**config.mk**
```make
export PLATFORM = sky130hd
export DESIGN_NAME = oaht_hmod
export DESIGN_NICKNAME = d
export VERILOG_FILES = /design/src/sv/open_addressing_hash_table_assert.svh /design/src/sv/oaht_pkg.sv /design/src/sv/oaht_hmod.sv
export SDC_FILE = /design/constraint.sdc
export NUM_CORES = 1
export LEC_CHECK = 0
export BUFFER_PORTS_ARGS = -buffer_cell sky130_fd_sc_hd__buf_2
export CORE_AREA = 2 2 39 41
export CTS_CLUSTER_DIAMETER = 80
export DETAILED_ROUTE_END_ITERATION = 10
export DIE_AREA = 0 0 41 43
export GPL_TIMING_DRIVEN = 1
export PLACE_DENSITY = 0.71
export SYNTH_ARGS = -nofsm -noshare
export SYNTH_HDL_FRONTEND = slang
export SYNTH_SLANG_ARGS = --single-unit
```
**constraint.sdc**
```tcl
create_clock -name clock -period 2.1 [get_ports clock]
set_input_delay 0.105 -clock clock [delete_from_list [all_inputs] [get_ports clock]]
set_output_delay 0.105 -clock clock [all_outputs]
set_load 0.02 [all_outputs]
```
**src/sv/open_addressing_hash_table_assert.svh**
```systemverilog
// Assertion helpers shared by the hash table RTL.
`ifndef OPEN_ADDRESSING_HASH_TABLE_ASSERT_SVH
`define OPEN_ADDRESSING_HASH_TABLE_ASSERT_SVH

// Same-cycle implication, disabled while reset is high.
`define OAHT_ASSERT_NOW(label, clk, rst, ante, cons, msg) \
   label: assert property (@(posedge clk) disable iff (rst) (ante) |-> (cons)) \
      else $error(msg);

// Next-cycle implication, disabled while reset is high.
`define OAHT_ASSERT_NEXT(label, clk, rst, ante, cons, msg) \
   label: assert property (@(posedge clk) disable iff (rst) (ante) |=> (cons)) \
      else $error(msg);

`endif

```
**src/sv/oaht_pkg.sv**
```systemverilog
package oaht_pkg;

   // Field widths of the request and response items.
   localparam int KIND_W  = 2;
   localparam int KEY_W   = 32;
   localparam int HASH_W  = 32;
   localparam int VALUE_W = 64;
   localparam int LIMIT_W = 9;

   // Reset value of the load limit register.
   localparam logic [LIMIT_W-1:0] LOAD_LIMIT_RESET = 9'd192;

   // Request kinds.
   localparam logic [KIND_W-1:0] KIND_GET = 2'd0;
   localparam logic [KIND_W-1:0] KIND_SET = 2'd1;
   localparam logic [KIND_W-1:0] KIND_DEL = 2'd2;
   localparam logic [KIND_W-1:0] KIND_NOP = 2'd3;

   // Slot tags.
   localparam logic [1:0] TAG_EMPTY = 2'd0;
   localparam logic [1:0] TAG_FULL  = 2'd1;
   localparam logic [1:0] TAG_TOMB  = 2'd2;

   // One slot of the table as it is stored in memory.
   typedef struct packed {
      logic [1:0]         tag;
      logic [KEY_W-1:0]   key;
      logic [VALUE_W-1:0] value;
   } entry_type;

endpackage

```
**src/sv/oaht_hmod.sv**
```systemverilog
module oaht_hmod #(
   parameter int SLOTS = 256,
   parameter int AW    = 8
) (
   input  logic                        clock,
   input  logic                        reset,
   input  logic                        start,
   input  logic [oaht_pkg::HASH_W-1:0] hash,
   output logic                        done,
   output logic [AW-1:0]               idx
);

   localparam int            HW      = oaht_pkg::HASH_W;
   localparam bit            POW2    = (SLOTS & (SLOTS - 1)) == 0;
   localparam logic [AW:0]   SLOTS_X = (AW + 1)'(SLOTS);
   // Reciprocal of the slot count scaled by 2^32, rounded down.
   localparam logic [HW-1:0] RECIP   = HW'((64'd1 << HW) / SLOTS);

   localparam logic [1:0] PH_IDLE  = 2'd0;
   localparam logic [1:0] PH_MUL   = 2'd1;
   localparam logic [1:0] PH_SCALE = 2'd2;
   localparam logic [1:0] PH_SUB   = 2'd3;

   logic [1:0]      phase_ff, phase_in;
   logic            done_ff, done_in;
   logic [AW-1:0]   r_ff, r_in;
   logic [HW-1:0]   h_ff, h_in;
   logic [AW:0]     q_ff, q_in;
   logic [AW:0]     qd_ff, qd_in;
   logic [2*HW-1:0] prod;
   logic [AW:0]     rem;

   // Reduce the hash modulo the slot count: a plain mask for a power of two,
   // otherwise a reciprocal multiply gives a quotient that is low by at most
   // one, so the remainder fits in AW+1 bits and needs one compare and
   // subtract. Only the low AW+1 bits of the quotient are carried.
   always_comb begin
      phase_in = phase_ff;
      done_in  = 1'b0;
      r_in     = r_ff;
      h_in     = h_ff;
      q_in     = q_ff;
      qd_in    = qd_ff;
      prod     = (2*HW)'(h_ff) * (2*HW)'(RECIP);
      rem      = h_ff[AW:0] - qd_ff;
      if (rem >= SLOTS_X) begin
         rem = rem - SLOTS_X;
      end
      if (start) begin
         if (POW2) begin
            r_in    = hash[AW-1:0];
            done_in = 1'b1;
         end else begin
            h_in     = hash;
            phase_in = PH_MUL;
         end
      end else begin
         case (phase_ff)
            PH_MUL: begin
               q_in     = prod[HW +: AW + 1];
               phase_in = PH_SCALE;
            end
            PH_SCALE: begin
               qd_in    = q_ff * SLOTS_X;
               phase_in = PH_SUB;
            end
            PH_SUB: begin
               r_in     = rem[AW-1:0];
               done_in  = 1'b1;
               phase_in = PH_IDLE;
            end
            default: begin
               phase_in = PH_IDLE;
            end
         endcase
      end
   end

   always_ff @(posedge clock) begin
      if (reset) begin
         phase_ff <= PH_IDLE;
         done_ff  <= 1'b0;
      end else begin
         phase_ff <= phase_in;
         done_ff  <= done_in;
      end
   end

   always_ff @(posedge clock) begin
      r_ff  <= r_in;
      h_ff  <= h_in;
      q_ff  <= q_in;
      qd_ff <= qd_in;
   end

   assign done = done_ff;
   assign idx  = r_ff;

endmodule

```
== After elaboration in Yosys (flattened, before gate mapping) ==
Index checks and enable logic that the tools add are counted.

* Register bits after elaboration: 11
* Logic and storage cells: 11

* Eq/ne operators: 3
* Muxes and demuxes: 4
* Reduce and logical (&&, ||, !) cells: 1

{| class="wikitable"
|+ Operator list
! cell !! number
|-
| 8-bit two-way mux || 1
|-
| 2-bit == test, second input constant || 2
|-
| 2-bit one-hot mux with 2 select lines || 1
|-
| 2-bit by 1-bit == test with 1-bit output, second input constant || 1
|-
| 1-bit two-way mux || 2
|-
| 2-bit nonzero test || 1
|}

== Depth between registers and ports, before layout ==
* Word-level depth: 3
* Mapped depth: 4
* Mapped depth without buffers: 4

== Worst setup path after synthesis ==
Ideal clock, no wire load.

* Path type: flip-flop to flip-flop
* Start: reg phase_ff[0]
* End: reg phase_ff[1]
* Setup time: 0.066 ns
* Data arrival time: 0.958 ns
* Setup slack: 1.076 ns
* Stages on the path, launching flop included: 5
* Buffers on the path: 0
* Cells stage by stage: dfxtp_1 inv_1 ha_1 or2_1 a21oi_2

* Cells in the longest elaborated chain, start to end: 2
* Elaborated cells on any way between the ends: 3
* Those cells by class: eq/ne (2); mux (1)

{| class="wikitable"
|+ Ends and longest elaborated chain
! what !! line !! source
|-
| from (decl) || oaht_hmod.sv:24 || <nowiki>logic [1:0] phase_ff, phase_in;</nowiki>
|-
| from (signal assigned) || oaht_hmod.sv:84 || <nowiki>phase_ff <= phase_in;</nowiki>
|-
| 2-bit == test / 2-bit by 1-bit == test with 1-bit output (equally long branches) || n/a ||
|-
| 2-bit one-hot mux with 2 select lines (*) || oaht_hmod.sv:58 || <nowiki>case (phase_ff)</nowiki>
|}

Mark *: on every way between the ends. The rest lies on a longest branch, timed or not.
A chain may end at the register's enable or synchronous reset.

== Final worst setup path ==
Same ends and word-level chain as after synthesis.

==> impl_results.rst <==
.. list-table::
   :header-rows: 1

   * - Metric
     - Value
   * - Run status
     - completed
   * - Share of total power in the clock network
     - 32.1%
   * - Hold slack
     - approximately 0.020 ns
   * - Unrepaired setup endpoints after global routing
     - false
   * - Net count of the finished layout
     - around 80
   * - Number of warnings reported in the yosys synthesis log
     - 0
   * - Crit end category
     - register
   * - Final min period
     - 1.09 ns
   * - Worst-case clock skew
     - 0.00332 ns
   * - Total negative setup slack
     - 0 ns
   * - Clock network latency to the later pin of the worst-skew pair
     - around 0.26 ns
   * - Number of buffers created by CTS
     - 3
   * - Grt total ovfl
     - 0
   * - Die X-Extent
     - between 40 and 50 um
   * - Number of buffers inserted for hold repair after clock tree synthesis
     - 0
   * - Global Route Usage Sum
     - 7.87%
   * - Area growth syn-to-layout
     - 36.8%
   * - Peak per-stage delay on the critical path
     - approximately 0.35 ns
   * - Global-route wire length before repair
     - around 900 um
   * - Post-cts resize count
     - 0
   * - Power Internal
     - 0.000333 W
   * - Most frequent cells in the layout
     - 19 x buf_2, 8 x edfxtp_1, 3 x clkbuf_4, 3 x dfxtp_1, 2 x ha_1
   * - Start point of the critical path
     - phase_ff[0]$_SDFFE_PP0N_
   * - Switching power share of the total
     - 20.6%
   * - Routed length per instance
     - 11.0 um
   * - Worst path cell trace
     - inv_1 -> ha_1 -> or2_1 -> a21oi_2
   * - H-tree levels
     - 1
   * - FMAX
     - 921 MHz
   * - Endpoint of the lowest-slack register-to-register path
     - phase_ff[1]$_SDFFE_PP0N_
   * - Number of filler cells placed in the layout
     - between 100 and 150
   * - Total leakage power
     - 0.232 nW
   * - Floorplan core area
     - 0.00138 mm^2
   * - Detailed-route via count
     - 240
   * - # Max-Cap Violations
     - 0
   * - Final Setup Violations
     - 0
   * - Maximum VDD drop
     - 0.000294 V
   * - Clock-pin slew reported for the worst setup and hold paths after clock tree synthesis
     - 0.07 ns
   * - WP data required
     - between 2 and 2.5 ns
   * - DRC violations left
     - 0
   * - Gpl congestion
     - 0.541
   * - Number of placement rows
     - 14
   * - Inserted Diodes
     - 0
   * - Syn Area/Cell
     - 18.3 um^2
   * - Worst reg2reg startpoint
     - phase_ff[0]$_SDFFE_PP0N_
   * - Number of distinct library cell variants in the gate-level netlist after synthesis
     - 11
   * - Instance count along the most critical hold path
     - 1
   * - Final-report hold violation count
     - 0
   * - Initial antenna violation count
     - 0
   * - Maximum number of pins on one net before global-route repair
     - 10
   * - TritonCTS clock tree
     - done
   * - Port Buffer Count
     - 19
   * - Clock tree sinks
     - 11
   * - Ports
     - 44
   * - Setup Buffers After CTS
     - 0
   * - Crit path arrival time
     - 1.28 ns
   * - PwrDens
     - between 700 and 800 mW/mm^2
   * - Initial DRT Pass Iterations
     - 1
   * - Master of the slowest instance on the critical path
     - dfxtp_1
   * - Reported net switching power
     - 0.0000864 W
   * - Mapped Area
     - around 380 um^2
   * - Max-slew violation count
     - 0
   * - Hold path startpoint
     - hash[2]
   * - Syn Inst Count
     - 21
   * - Relative slew slack
     - 90.9%
   * - FF-to-FF path depth
     - 4
   * - 1st-iter DRT viols
     - 0
   * - Share of total power in sequential cells
     - approximately three fifths
   * - Actual slew at the worst max-slew pin
     - 0.132 ns
   * - Routed via count divided by cell count
     - roughly 4
   * - Effective utilization at floorplan
     - approximately 28%
   * - Number of routed nets with antenna violations
     - 0
   * - Combinational cell fraction of total power
     - 9.2%
   * - Clk buf depth
     - 2
   * - Die height
     - 43 um
   * - Critical path peak fanout
     - 3
   * - Worst setup path end
     - phase_ff[1]$_SDFFE_PP0N_
   * - Category of the critical setup timing path
     - reg2reg
   * - Via count of the first global-routing pass
     - 234
   * - Share of the clock period used by the worst path
     - 51.7%
   * - Die area
     - between 0.0015 and 0.002 mm^2
   * - Flip-flop and latch count after synthesis
     - 11
   * - Most common cell after layout, fill and taps aside
     - buf_2
   * - Root cell of the clock tree
     - clkbuf_4
   * - Slack of the worst reg-to-reg path
     - 1.01 ns
   * - Part of the Yosys area used for sequential elements
     - 78.2%
   * - Layout cells sized above 1
     - 56.8%
   * - Hold Crit Class
     - in2reg
   * - Synthesized netlist net count
     - 58
   * - Detailed Route WL
     - 659 um
   * - Critical Path Source Type
     - register
cell families (layout without fill, tap and decap cells):
logic type	Yosys count	count (layout)	synth area share [%]
flops	11	11	78.2
simple gates	5	5	9.45
fa+ha+maj	2	2	6.51
compound gates	1	1	2.28
mux	1	1	2.61
buf+inv	1	24	0.976
stage by stage:
stage / power [W] / cell area, um^2 / util (%) / setup slack (ns) / instances
3_3_place_gp: 0.000289 / 499 / 36.1 / 1.05 / 56
2_1_floorplan: 0.000269 / 384 / - / 1.08 / 21
6_report: 0.000419 / 526 / 38.0 / 1.01 / 60
4_1_cts: 0.000428 / 526 / 38.0 / 1.01 / 60
5_1_grt: 0.000442 / 526 / 38.0 / 0.927 / 60
3_5_place_dp: 0.000290 / 499 / 36.1 / 1.03 / 56
critical path, delay by kind of cell, from the launching register on:
kind                       cells  cell delay [ns]
AOI/OAI and AO/OA              1             0.13
adders and majority gates      1             0.27
buffers and inverters          1             0.05
DFF                            1             0.35
and+or+nand+nor                1             0.22
final cells by class:
cell class                      instances  area [um^2]  area share, %
Multi-Input combinational cell          9         80.1           15.2
Clock buffer                            4         26.3           5.00
Sequential cell                        11          300           57.1
Tap cell                               16         20.0           3.81
Timing Repair Buffer                   19         95.1           18.1
Inverter                                1         3.75          0.714
worst min-delay path by stage:
stage | slack (ns) | endpoint
detailed placement | 0.28 | idx[2]$_DFFE_PP_
finish | 0.02 | idx[2]$_DFFE_PP_
CTS | 0.01 | idx[2]$_DFFE_PP_
global placement | 0.29 | idx[7]$_DFFE_PP_
global route | 0.008 | idx[2]$_DFFE_PP_
floorplan | 0.17 | phase_ff[1]$_SDFFE_PP0N_
cells in the mapped netlist:
cell type	count	area (um^2)
edfxtp_1	8	240
dfxtp_1	3	60.1
ha_1	2	25.0
a21oi_2	1	8.76
inv_1	1	3.75
mux2i_1	1	10.0
nand2_1	1	3.75
nor2_1	1	3.75
nor2b_4	1	13.8
or2_1	1	6.26
or2_4	1	8.76
flip-flops by register name (all words and copies together) (netlist names):
register / flops
done: 1
phase_ff: 2
idx: 8
per-layer routing:
metal	global-route usage, %	part of all wire [%]
met5	0	0
met4	6.00	0
met3	3.14	20
met2	11.9	39
met1	8.19	41
power groups by stage:
| stage | Clock [W] | Combinational [W] | Sequential, W |
|---|---|---|---|
| after floorplan | 0 | 0.00000571 | 0.000263 |
| after global placement | 0 | 0.0000392 | 0.000250 |
| after CTS | 0.000142 | 0.0000392 | 0.000246 |
| after global routing | 0.000154 | 0.0000422 | 0.000246 |
| final | 0.000135 | 0.0000386 | 0.000246 |
| after detailed placement | 0 | 0.0000389 | 0.000251 |
No activity file was read; power rests on OpenSTA's default activity.
